--- src/rtl/tsa_pkg.sv ---
// ----------------------------------------------------------------------------
// TDMA slot allocator package
// Sizes, action and status codes, configuration register indexes, and the
// record and command types shared by the allocator's modules.
// ----------------------------------------------------------------------------
package tsa_pkg;

   // Table and log depths.
   localparam int TABLE_ENTRIES = 64;
   localparam int LOG_ENTRIES   = 64;
   localparam int TAB_AW = $clog2(TABLE_ENTRIES);
   localparam int TAB_CW = $clog2(TABLE_ENTRIES + 1);
   localparam int LOG_AW = $clog2(LOG_ENTRIES);
   localparam int LOG_CW = $clog2(LOG_ENTRIES + 1);

   // Field widths.
   localparam int ACT_W     = 2;
   localparam int ID_W      = 27;
   localparam int TIME_W    = 32;
   localparam int STAT_W    = 2;
   localparam int CFG_W     = 16;
   localparam int CSR_IDX_W = 1;

   // Remainder unit: one dividend bit per step.
   localparam int DIV_STEPS = TIME_W;
   localparam int DIV_CW    = $clog2(DIV_STEPS + 1);

   // Action codes.
   localparam logic [ACT_W-1:0] ACT_REQUEST = 2'd0;
   localparam logic [ACT_W-1:0] ACT_REMOVE  = 2'd1;
   localparam logic [ACT_W-1:0] ACT_FRAME   = 2'd2;

   // Status codes.
   localparam logic [STAT_W-1:0] STAT_OK         = 2'd0;
   localparam logic [STAT_W-1:0] STAT_TABLE_FULL = 2'd1;
   localparam logic [STAT_W-1:0] STAT_LOG_FULL   = 2'd2;
   localparam logic [STAT_W-1:0] STAT_NOT_FOUND  = 2'd3;

   // Configuration register indexes and reset values.
   localparam logic [CSR_IDX_W-1:0] CSR_SLOT_LENGTH  = 1'b0;
   localparam logic [CSR_IDX_W-1:0] CSR_FRAME_PERIOD = 1'b1;
   localparam logic [CFG_W-1:0]     SLOT_LENGTH_RST  = 16'd5;
   localparam logic [CFG_W-1:0]     FRAME_PERIOD_RST = 16'd30;

   // One table entry or log record.
   typedef struct packed {
      logic [ID_W-1:0]   sensor;
      logic [TIME_W-1:0] t_begin;
      logic [TIME_W-1:0] t_end;
   } slot_rec_type;

   // Commands from the controller to the datapath.
   typedef struct packed {
      logic load;
      logic scan_start;
      logic scan_run;
      logic exec;
      logic frame_clear;
      logic log_start;
      logic log_read;
      logic log_latch;
      logic put;
      logic log_next;
      logic div_start;
      logic div_run;
      logic frame_end;
      logic out_load;
   } dp_cmd_type;

   // Status from the datapath to the controller.
   typedef struct packed {
      logic [ACT_W-1:0] action;
      logic             scan_done;
      logic             log_empty;
      logic             log_last;
      logic             need_catch;
      logic             div_done;
   } dp_stat_type;

endpackage

--- src/rtl/tsa_ctrl.sv ---
// ----------------------------------------------------------------------------
// TDMA slot allocator controller
// Sequences table scans, log replay, the catch-up remainder and the result
// handshake; drives the datapath by commands only.
// ----------------------------------------------------------------------------
module tsa_ctrl import tsa_pkg::*; (
   input  logic             clock,
   input  logic             reset,
   input  logic             req_valid,
   input  logic [ACT_W-1:0] req_action,
   output logic             req_ready,
   output logic             rsp_valid,
   input  logic             rsp_ready,
   input  dp_stat_type      stat,
   output dp_cmd_type       cmd
);

   localparam logic [3:0] S_IDLE = 4'd0;
   localparam logic [3:0] S_SCAN = 4'd1;
   localparam logic [3:0] S_EXEC = 4'd2;
   localparam logic [3:0] S_FCLR = 4'd3;
   localparam logic [3:0] S_LRD  = 4'd4;
   localparam logic [3:0] S_LLAT = 4'd5;
   localparam logic [3:0] S_PUT  = 4'd6;
   localparam logic [3:0] S_CHK  = 4'd7;
   localparam logic [3:0] S_DIV  = 4'd8;
   localparam logic [3:0] S_FEND = 4'd9;
   localparam logic [3:0] S_DONE = 4'd10;

   logic [3:0] state_ff;
   logic [3:0] state_in;
   logic       rsp_valid_ff;

   // Next state and commands.
   always_comb begin
      cmd       = '0;
      state_in  = state_ff;
      req_ready = (state_ff == S_IDLE);
      unique case (state_ff)
         S_IDLE: begin
            if (req_valid) begin
               cmd.load = 1'b1;
               unique case (req_action) inside
                  ACT_REQUEST, ACT_REMOVE: begin
                     cmd.scan_start = 1'b1;
                     state_in       = S_SCAN;
                  end
                  ACT_FRAME: state_in = S_FCLR;
                  default:   state_in = S_EXEC;
               endcase
            end
         end
         S_SCAN: begin
            cmd.scan_run = 1'b1;
            if (stat.scan_done) begin
               state_in = (stat.action == ACT_FRAME) ? S_PUT : S_EXEC;
            end
         end
         S_EXEC: begin
            cmd.exec = 1'b1;
            state_in = S_DONE;
         end
         S_FCLR: begin
            cmd.frame_clear = 1'b1;
            cmd.log_start   = 1'b1;
            state_in        = stat.log_empty ? S_CHK : S_LRD;
         end
         S_LRD: begin
            cmd.log_read = 1'b1;
            state_in     = S_LLAT;
         end
         S_LLAT: begin
            cmd.log_latch  = 1'b1;
            cmd.scan_start = 1'b1;
            state_in       = S_SCAN;
         end
         S_PUT: begin
            cmd.put = 1'b1;
            if (stat.log_last) begin
               state_in = S_CHK;
            end else begin
               cmd.log_next = 1'b1;
               state_in     = S_LRD;
            end
         end
         S_CHK: begin
            if (stat.need_catch) begin
               cmd.div_start = 1'b1;
               state_in      = S_DIV;
            end else begin
               state_in = S_FEND;
            end
         end
         S_DIV: begin
            cmd.div_run = 1'b1;
            if (stat.div_done) begin
               state_in = S_FEND;
            end
         end
         S_FEND: begin
            cmd.frame_end = 1'b1;
            state_in      = S_DONE;
         end
         S_DONE: begin
            if (!rsp_valid_ff || rsp_ready) begin
               cmd.out_load = 1'b1;
               state_in     = S_IDLE;
            end
         end
         default: state_in = S_IDLE;
      endcase
   end

   // State and result-valid registers.
   always_ff @(posedge clock) begin
      if (reset) begin
         state_ff     <= S_IDLE;
         rsp_valid_ff <= 1'b0;
      end else begin
         state_ff <= state_in;
         if (cmd.out_load) begin
            rsp_valid_ff <= 1'b1;
         end else if (rsp_ready) begin
            rsp_valid_ff <= 1'b0;
         end
      end
   end

   assign rsp_valid = rsp_valid_ff;

endmodule

--- config.mk ---
export PLATFORM = sky130hd
export DESIGN_NAME = tsa_ctrl
export DESIGN_NICKNAME = d
export VERILOG_FILES = /design/src/rtl/tsa_pkg.sv /design/src/rtl/tsa_ctrl.sv
export SDC_FILE = /design/constraint.sdc
export NUM_CORES = 1
export LEC_CHECK = 0
export ABC_AREA = 1
export BUFFER_PORTS_ARGS = -buffer_cell sky130_fd_sc_hd__clkbuf_2
export CAP_MARGIN = 10
export CELL_PAD_IN_SITES_DETAIL_PLACEMENT = 0
export CELL_PAD_IN_SITES_GLOBAL_PLACEMENT = 1
export CORE_MARGIN = 3
export CORE_UTILIZATION = 28
export CTS_BUF_LIST = sky130_fd_sc_hd__clkbuf_8
export DETAILED_ROUTE_END_ITERATION = 7
export GPL_ROUTABILITY_DRIVEN = 1
export PLACE_DENSITY_LB_ADDON = 0.12
export RECOVER_POWER = 25
export SKIP_CTS_REPAIR_TIMING = 1
export SLEW_MARGIN = 20
export SYNTH_ARGS = -nofsm -noshare
export SYNTH_HDL_FRONTEND = slang
export SYNTH_SLANG_ARGS = --single-unit
--- constraint.sdc ---
create_clock -name clock -period 2.9 [get_ports clock]
set_clock_uncertainty 0.1 [all_clocks]
set_input_delay 0.58 -clock clock [delete_from_list [all_inputs] [get_ports clock]]
set_output_delay 0.58 -clock clock [all_outputs]
set_load 0.02 [all_outputs]
# --- Yosys cells after proc, flatten, opt, wreduce, memory -nomap -nowiden ---
# Cells that the tools add are included.
totals:
  n_memories: 0
  output_inout_bits: 16
  latchBits: 0
  rom_bits: 0
  wordCells: 56
  regBits: 5
  mem_bits_rw: 0
op_classes:
  n_lt_le_gt_ge: 0
  muxes: 29
  multipliers: 0
  n_bitwise: 0
  n_eq_ne: 17
  n_div: 0
  addsub: 0
  shift: 0
  n_reduce_logical: 8
op_table:
  columns: ["cell", "count"]
  rows:
  - ["4-bit one-hot mux with 10 select lines", 1]
  - ["4-bit by 3-bit equality test with 1-bit output (second input constant)", 4]
  - ["1-bit 2-to-1 mux", 16]
  - ["4-bit 2-to-1 mux", 4]
  - ["4-bit equality test (second input constant)", 3]
  - ["2-bit 2-to-1 mux", 5]
  - ["4-bit by 2-bit equality test with 1-bit output (second input constant)", 2]
  - ["2-bit inequality test (second input constant)", 4]
  - ["2-bit equality test (second input constant)", 2]
  - ["4-bit by 1-bit equality test with 1-bit output (second input constant)", 1]
  - ["4-bit zero test", 1]
  - ["2-bit one-hot mux with 2 select lines", 1]
  - ["4-bit AND reduction", 1]
  - ["2-bit OR reduction", 2]
  - ["3-bit 2-to-1 mux", 1]
  - ["2-bit by 1-bit equality test with 1-bit output (second input constant)", 1]
  - ["2-bit zero test", 1]
  - ["1-bit one-hot mux with 2 select lines", 1]
  - ["2-bit nonzero test", 1]
  - ["1-bit zero test", 1]
  - ["1-bit logical OR", 1]

# --- Logic depth before layout (Yosys ltp) ---
# Gate-level depths: netlist (run 1).
logic_depth:
  depth_word: 5
  ltp_mapped: 9
  mapped_depth_nobuf: 9

# --- Worst setup path before layout (run 1) ---
# Ideal clock, no wire load.
synth_timing:
  path_kind: "flip-flop to output port"
  from: "reg state_ff[3]"
  to: "out cmd[12] (netlist name)"
  path_slack_ns: 0.692
  stages_incl_launch_ff: 6
  t_arrival_ns: 1.528
  path_buffers: 0
  cell_sequence: "dfxtp_1 > inv_1 > nand2_1 > nor2_1 > inv_1 > o32ai_1"
synth_rtl:
  columns: ["element", "line", "rtl"]
  rows:
  - ["start, declared", "tsa_ctrl.sv:30", "logic [3:0] state_ff;"]
  - ["start signal, assigned", "tsa_ctrl.sv:120", "state_ff <= state_in;"]
  - ["end, declared", "tsa_ctrl.sv:15", "output dp_cmd_type cmd"]

==> results.cfg, run 1 <==
[floorplan]
die_area_um2 = 2180
rows = 14
fp.dieH_um = 46.7
coreArea_um2 = 1520
die_w_um = 46.7
ioPinCount = 29
initial_utilization_pct = 30.4

[finish]
syn_to_final_growth_pct = 40.8
fin_area_um2 = 652
nFillCells = 193
drive_gt1_share_pct = 30.3
n_antenna_cell = 0
nets = 133

[grt]
grt_max_degree = 7
grt_pass1_wl_mm = 2.10
grt_usage_pct = 13.6
grt_overflow_total = 0
grt_pass1_vias = 535
antenna_found_initial = 0

[synthesis]
synth_nets = 101
syn_avg_cell_area_um2 = 5.26
synth_cells = 88
synth_seq_area_share_pct = 21.6
yosysWarnings = 0
synth_seq_cells = 5
syn_area_um2 = 463
ys_types = 17

[critical_path]
arrival_ps = 1430
cp-end-kind = primary output
start_kind = flop
crit_type = flop to primary output
crit_fanout = 5
required_ps = 2220

[place]
io_buffers = 28
hpwlAfterDp_mm = 1.14
dpl_cell_area_um2 = 616
globalplace.congestion = 0.702

[timing]
min_period_ps = 2110
finalSetupTns_ps = 0
max_slew_margin_pct = 80.4
slew_viol_final = 0
final-hold-violation-count = 0
fmax_ghz = 0.474
tightest_slew_ps = 293
setup_viol = 0
finalCritPeriodShare_pct = 72.7
rsz0062_at_grt = false

[power]
p_per_area_nw_per_um2 = 980
power.leakage_uw = 0.000400
ir_worst_vdd_v = 0.000518

[clock_network]
clk_pin_slew_ps = 30
cts_tree = built
root_buffer = clkbuf_8
clock-sinks = 5
clock_path_buffers = 2
htreeDepth = 1
numCtsBuffers = 3
clk_latency_ps = 220

[routing]
dr_total_vias = 601
ant_nets = 0
wl_mm = 1.31
via_per_inst = 4.45
wire_per_inst_um = 9.73
drt_iter0_drc = 9
drt_pass1_iterations = 4
drc_errors = 0

[worst_hold_path]
holdCritPathClass = flop to flop

[run_status]
status = finished clean

[run]
maxCapViolCount = 0
layout by cell type (no fill, tap or decap), drive strengths merged:
cell     n
inv     15
dfxtp    5
nand3    5
nand3b   1
clkbuf  31
nor3     2
a21oi    3
o32ai    1
nand4    1
nor2    22
nand2   30
o21ai    3
cells by family (layout without fill, tap and decap cells):
family,after synthesis,in the layout,share of synthesized area (%)
simple gates,61,61,57.0
buf+inv,15,46,13.0
compound gates,7,7,8.38
flops,5,5,21.6
metal layers:
layer / vias up / track usage (%) / share of wire, %
met3: 0 / 4.69 / 7.0
li1: 333 / - / -
met2: 18 / 23.6 / 49
met5: - / 0 / 0
met4: 0 / 1.66 / 0
met1: 250 / 16.6 / 44
worst paths after layout:
| kind | start | end | slack, ps | depth (start not counted) |
|---|---|---|---|---|
| worst max-delay path | state_ff[3]$_SDFFE_PP0P_ | cmd[12] | 790 | 6 |
| worst min-delay path | state_ff[3]$_SDFFE_PP0P_ | state_ff[3]$_SDFFE_PP0P_ | 440 | 2 |
| worst max register to register | state_ff[0]$_SDFFE_PP0P_ | state_ff[0]$_SDFFE_PP0P_ | 1440 | 8 |
| worst min register to register | state_ff[3]$_SDFFE_PP0P_ | state_ff[3]$_SDFFE_PP0P_ | 440 | 2 |
synth_stat cells:
| cell | n | share of area [%] |
|---|---|---|
| nor2_2 | 2 | 2.7 |
| nand4_1 | 1 | 1.4 |
| dfxtp_1 | 5 | 22 |
| nand2_2 | 3 | 4.1 |
| nand3_1 | 5 | 5.4 |
| nor2_1 | 19 | 15 |
| nand3b_1 | 1 | 1.6 |
| inv_1 | 13 | 11 |
| nor2_4 | 1 | 2.4 |
| o21ai_0 | 2 | 2.2 |
| buf_4 | 1 | 1.6 |
| inv_2 | 1 | 0.81 |
| a21oi_1 | 3 | 3.2 |
| nand2_1 | 27 | 22 |
| nor3_1 | 2 | 2.2 |
| o21ai_1 | 1 | 1.1 |
| o32ai_1 | 1 | 1.9 |
registers in the layout, summed over array words and instances, names as in the netlist:
name and flops:
state_ff 4, rsp_valid 1
final cells by class:
cell class,count,area (um^2),area share [%]
multi-input cells,68,295,45.3
repair buffers,28,139,21.3
flip-flops and latches,5,100,15.4
inverters,14,52.6,8.06
clock buffers,3,41.3,6.33
well taps,16,20.0,3.07
clock inverters,1,3.75,0.576
worst max-delay path, cell delays in order (launching register included):
cell	delay (ps)
dfxtp_1	340
inv_1	100
nand2_1	120
nor2_1	170
inv_1	70
o32ai_1	210
clkbuf_2	210
power by group:
group | switching (uW) | total (uW) | internal, uW | leakage (uW)
sequential | 25.5 | 115 | 89.5 | 0.0000408
combinational | 273 | 400 | 126 | 0.000332
clock | 33.4 | 124 | 90.7 | 0.0000269
stage by stage:
stage	setup WS (ps)	total power [uW]	instances	hold WS (ps)	utilization, %
final	792	639	135	442	42.8
after global routing	643	708	135	487	42.8
after CTS	782	660	135	447	43.3
after detailed placement	1020	530	131	436	40.4
after global placement	1040	537	131	432	40.4
after floorplan	692	418	88	382	-
Power figures use the tool's default switching activity.
==> run 2, diff against run 1 <==
--- a/config.mk
+++ b/config.mk
@@ -5,13 +5,13 @@
 export SDC_FILE = /design/constraint.sdc
 export NUM_CORES = 1
 export LEC_CHECK = 0
-export ABC_AREA = 1
+export ABC_AREA = 0
 export BUFFER_PORTS_ARGS = -buffer_cell sky130_fd_sc_hd__clkbuf_2
 export CAP_MARGIN = 10
 export CELL_PAD_IN_SITES_DETAIL_PLACEMENT = 0
 export CELL_PAD_IN_SITES_GLOBAL_PLACEMENT = 1
 export CORE_MARGIN = 3
-export CORE_UTILIZATION = 28
+export CORE_UTILIZATION = 29
 export CTS_BUF_LIST = sky130_fd_sc_hd__clkbuf_8
 export DETAILED_ROUTE_END_ITERATION = 7
 export GPL_ROUTABILITY_DRIVEN = 1
==> constraint.sdc (replaced) <==
create_clock -name clock -period 1.97 [get_ports clock]
set_clock_uncertainty 0.1 [all_clocks]
set_input_delay 0.394 -clock clock [delete_from_list [all_inputs] [get_ports clock]]
set_output_delay 0.394 -clock clock [all_outputs]
set_load 0.02 [all_outputs]
==> run 2 against run 1 <==
  * Combinational power is 24% higher
  * Largest cell class unchanged
  * Final cell count decreased by 16%
  * Synthesized cell count decreased by 22%
  * Flip-flop and latch count unchanged
  * Highest routed layer unchanged
  * First-iteration DRC count unchanged
==> results.cfg, run 2 <==
[finish]
layout_common_cells = clkbuf_2, nor2_1, nor3_1, a21oi_1, nand2b_1
nets = 112
top_register = state_ff
syn_to_final_growth_pct = 37.4
nFillCells = 174
drive_gt1_share_pct = 42.9
n_antenna_cell = 0
layout_commonest_cell = clkbuf_2
largest_reg_flops = 4

[power]
clock_power_share_pct = 20.0
comb_power_share_pct = 55.1
internal_power_uw = 474
power.leakage_uw = 0.000306
netSwitchingPower_uw = 429
p_per_area_nw_per_um2 = 1320
swShare_pct = 47.5
ir_worst_vdd_v = 0.000732
seqPwrFrac_pct = 24.9

[synthesis]
netlist_top_cells_count = nor2_1, a21oi_1, nor3_1, nand2b_1, dfxtp_1
synth.top_cell.area_share_pct = 20.1
syn_area_um2 = 498
synth_nets = 82
syn_avg_cell_area_um2 = 7.22
ys_top_cells_by_area = dfxtp_1, nand2b_1, a21oi_1
synthFlopType = dfxtp_1
async_flop_share_pct = 0
synth_seq_area_share_pct = 20.1
synth_cells = 69
synth_edf_count = 0
yosysTopAreaCell = dfxtp_1
synth_seq_cells = 5
ys_types = 30
yosysWarnings = 0
yosysMostFrequentCell = nor2_1

[grt]
use_met1_pct = 17.0
grt_max_degree = 20
grt_usage_pct = 12.0
antenna_found_initial = 0
grt_pass1_wl_mm = 1.90
grt_use_met2_pct = 17.6
met3_usage_pct = 1.13
grt_pass1_vias = 452
grt.busiest_layer = met2
grt_overflow_total = 0

[timing]
whs_ps = 320
rsz0062_at_grt = false
finalCritPeriodShare_pct = 91.6
setup_ws_ps = 166
tightest_slew_ps = 331
slew_viol_final = 0
min_period_ps = 1800
finalSetupTns_ps = 0
setup_viol = 0
final-hold-violation-count = 0
max_slew_margin_pct = 77.7
fmax_ghz = 0.554

[place]
hpwlAfterDp_mm = 1.03
globalplace.congestion = 0.674
io_buffers = 28
dp_slack_ps = 220

[run_status]
status = finished clean

[critical_path]
arrival_ps = 1310
crit_fanout = 19
start_kind = flop
crit_type = flop to primary output
required_ps = 1480
cp-end-kind = primary output

[worst_hold_path]
holdCritPathClass = input port to flop

[floorplan]
die_w_um = 47.4
fp.dieH_um = 47.4
initial_utilization_pct = 31.9
ioPinCount = 29
coreArea_um2 = 1560
die_area_um2 = 2250
rows = 14

[clock_network]
htreeDepth = 1
clock_path_buffers = 2
root_buffer = clkbuf_8
cts_tree = built
clk_pin_slew_ps = 40
numCtsBuffers = 3
clock-sinks = 5
clk_latency_ps = 220

[routing]
wl_mm = 1.33
ant_nets = 0
drc_errors = 0
wire_per_inst_um = 11.7
drt_pass1_iterations = 5
dr_total_vias = 570
drt_iter0_drc = 9
via_per_inst = 5.00

[run]
maxCapViolCount = 0
[run 2: kinds of logic after synthesis]
| family | Yosys count | synth area share (%) |
|---|---|---|
| flip-flops | 5 | 20.1 |
| multiplexers | 1 | 2.26 |
| AO/OA/AOI/OAI | 16 | 23.4 |
| AND/OR/NAND/NOR | 38 | 44.2 |
| buffers and inverters | 9 | 10.1 |
[run 2: per-stage QoR]
stage / utilization, % / total power (uW) / cell area, um^2 / instances
2_1_floorplan: - / 590 / 498 / 69
3_3_place_gp: 41.2 / 735 / 642 / 110
3_5_place_dp: 41.2 / 732 / 642 / 110
4_1_cts: 44.1 / 919 / 687 / 114
5_1_grt: 43.9 / 979 / 684 / 114
6_report: 43.9 / 903 / 684 / 114
[run 2: layout make-up]
class	instances	area (um^2)	area share, %
multi-input combinational	55	347	50.6
inverter	3	11.3	1.65
sequential	5	104	15.2
clock inverter	1	3.75	0.548
timing repair buffer	31	158	23.0
clock buffer	3	41.3	6.03
tap	16	20.0	2.93
[run 2: power by group through the flow]
stage | registers, uW | clock network, uW | logic (uW)
after detailed placement | 219 | 0 | 513
final | 224 | 181 | 498
after global placement | 221 | 0 | 514
after global routing | 238 | 194 | 548
after CTS | 218 | 187 | 514
after floorplan | 162 | 0 | 428
[run 2: metal layers]
metal  up-vias  share of wire, %
met3         0               5.8
met4         0                 0
met1       251                47
met2        16                47
li1        303                 -
met5         -                 0
[run 2: final timing paths]
| path | startpoint | endpoint | slack (ps) | cells after the start |
|---|---|---|---|---|
| setup / recovery | state_ff[0]$_SDFFE_PP0P_ | cmd[12] | 170 | 4 |
| setup reg to reg | state_ff[3]$_SDFFE_PP0P_ | state_ff[0]$_SDFFE_PP0P_ | 400 | 5 |
| hold reg to reg | rsp_valid$_SDFFE_PP0P_ | rsp_valid$_SDFFE_PP0P_ | 450 | 2 |
| hold / removal | reset | rsp_valid$_SDFFE_PP0P_ | 320 | 2 |
[run 2: critical path, cell delays in order (launching register included)]
cell and delay (ps):
dfxtp_2 400, nor4b_2 280, a21oi_1 60, nor3_1 150, clkbuf_2 200
==> run 3, diff against run 2 <==
--- a/config.mk
+++ b/config.mk
@@ -7,7 +7,6 @@
 export LEC_CHECK = 0
 export ABC_AREA = 0
 export BUFFER_PORTS_ARGS = -buffer_cell sky130_fd_sc_hd__clkbuf_2
-export CAP_MARGIN = 10
 export CELL_PAD_IN_SITES_DETAIL_PLACEMENT = 0
 export CELL_PAD_IN_SITES_GLOBAL_PLACEMENT = 1
 export CORE_MARGIN = 3
==> constraint.sdc (replaced) <==
create_clock -name clock -period 1.97 [get_ports clock]
set_clock_uncertainty 0.1 [all_clocks]
set_input_delay 0.394 -clock clock [delete_from_list [all_inputs] [get_ports clock]]
set_output_delay 0.394 -clock clock [all_outputs]
set_load 0.01 [all_outputs]
==> run 3 against run 2 <==
  * Sequential power barely moved
  * Non-clock buffer count did not move
  * Die area stayed put
  * Flip-flop and latch count did not move
  * Maximum frequency decreased by 0.49%
  * Combinational power fell by 9.8%
  * Largest cell class unchanged
==> results.cfg, run 3 (synthesis results as in run 2) <==
[run_status]
status = finished clean

[critical_path]
arrival_ps = 1320
crit_type = flop to primary output
cp-end-kind = primary output
start_kind = flop
crit_fanout = 10
ff2ff_path_depth = 5
required_ps = 1480

[timing]
tightest_slew_ps = 350
min_period_ps = 1810
rsz0062_at_grt = false
whs_ps = 325
final-hold-violation-count = 0
setup_viol = 0
fmax_ghz = 0.552
finalCritPeriodShare_pct = 92.0
max_slew_margin_pct = 76.6
slew_viol_final = 0

[clock_network]
clk_pin_slew_ps = 40
clk_latency_ps = 220
cts_tree = built
clock-sinks = 5
numCtsBuffers = 3
htreeDepth = 1
root_buffer = clkbuf_8
clock_path_buffers = 2

[finish]
layout_commonest_cell = clkbuf_2
fin_area_um2 = 684
largest_reg_flops = 4
drive_gt1_share_pct = 41.8
nets = 112
layout_common_cells = clkbuf_2, nor2_1, nor3_1, a21oi_1, nand2b_1
n_antenna_cell = 0
syn_to_final_growth_pct = 37.4
final_util_pct = 43.9
top_register = state_ff

[grt]
grt.busiest_layer = met1
grt_max_degree = 20
grt_usage_pct = 12.4
grt_use_met2_pct = 17.6
grt_pass1_vias = 470
use_met1_pct = 18.3
met3_usage_pct = 1.13
antenna_found_initial = 0
grt_overflow_total = 0
grt_pass1_wl_mm = 1.99

[floorplan]
die_w_um = 47.4
die_area_um2 = 2250
fp.dieH_um = 47.4
ioPinCount = 29
coreArea_um2 = 1560
rows = 14
initial_utilization_pct = 31.9

[place]
io_buffers = 28
dpl_cell_area_um2 = 642
hpwlAfterDp_mm = 1.04
globalplace.congestion = 0.674

[routing]
ant_nets = 0
wl_mm = 1.30
wire_per_inst_um = 11.4
drt_pass1_iterations = 4
drc_errors = 0
dr_total_vias = 582
drt_iter0_drc = 12
via_per_inst = 5.11

[power]
power.leakage_uw = 0.000309
ir_worst_vdd_v = 0.000783
p_per_area_nw_per_um2 = 1250

[worst_hold_path]
holdPathStages = 2
holdCritPathClass = input port to flop

[run]
maxCapViolCount = 0
-- run 3: area by class of cell --
| type | count | area (um^2) |
|---|---|---|
| Sequential cell | 5 | 103 |
| Inverter | 3 | 11.3 |
| Timing Repair Buffer | 31 | 158 |
| Clock buffer | 3 | 41.3 |
| Tap cell | 16 | 20.0 |
| Multi-Input combinational cell | 55 | 348 |
| Clock inverter | 1 | 3.75 |
| Fill cell | 179 | 875 |
-- run 3: worst max-delay path: stages, from the launching register on --
cell and delay [ps]:
dfxtp_1 400, nor4b_1 340, a21oi_1 70, nor3_1 140, clkbuf_2 160
-- run 3: final timing paths --
kind	endpoint	slack [ps]	from
hold reg to reg	rsp_valid$_SDFFE_PP0P_	460	rsp_valid$_SDFFE_PP0P_
setup / recovery	cmd[12]	160	state_ff[2]$_SDFFE_PP0P_
hold / removal	rsp_valid$_SDFFE_PP0P_	320	reset
setup reg to reg	state_ff[0]$_SDFFE_PP0P_	400	state_ff[3]$_SDFFE_PP0P_
-- run 3: routing by layer --
layer  wire length, um  vias to the layer above
met5                 0                        -
li1                  -                      307
met1               622                      262
met2               612                       13
met4                 0                        0
met3                63                        0
-- run 3: through the flow --
| step | worst slack [ps] | power [uW] | cells | TNS, ps |
|---|---|---|---|---|
| after floorplan | 296 | 534 | 69 | 0 |
| after global placement | 259 | 680 | 110 | 0 |
| after detailed placement | 230 | 678 | 110 | 0 |
| after CTS | -6.29 | 866 | 114 | -6.29 |
| after global routing | 24.7 | 927 | 114 | 0 |
| final | 157 | 853 | 114 | 0 |
-- run 3: power by group --
group	leakage (uW)	internal (uW)	total, uW	switching [uW]
sequential	0.0000416	136	222	86.2
clock	0.0000269	133	181	48.0
combinational	0.000240	205	449	243
total	0.000309	475	853	378
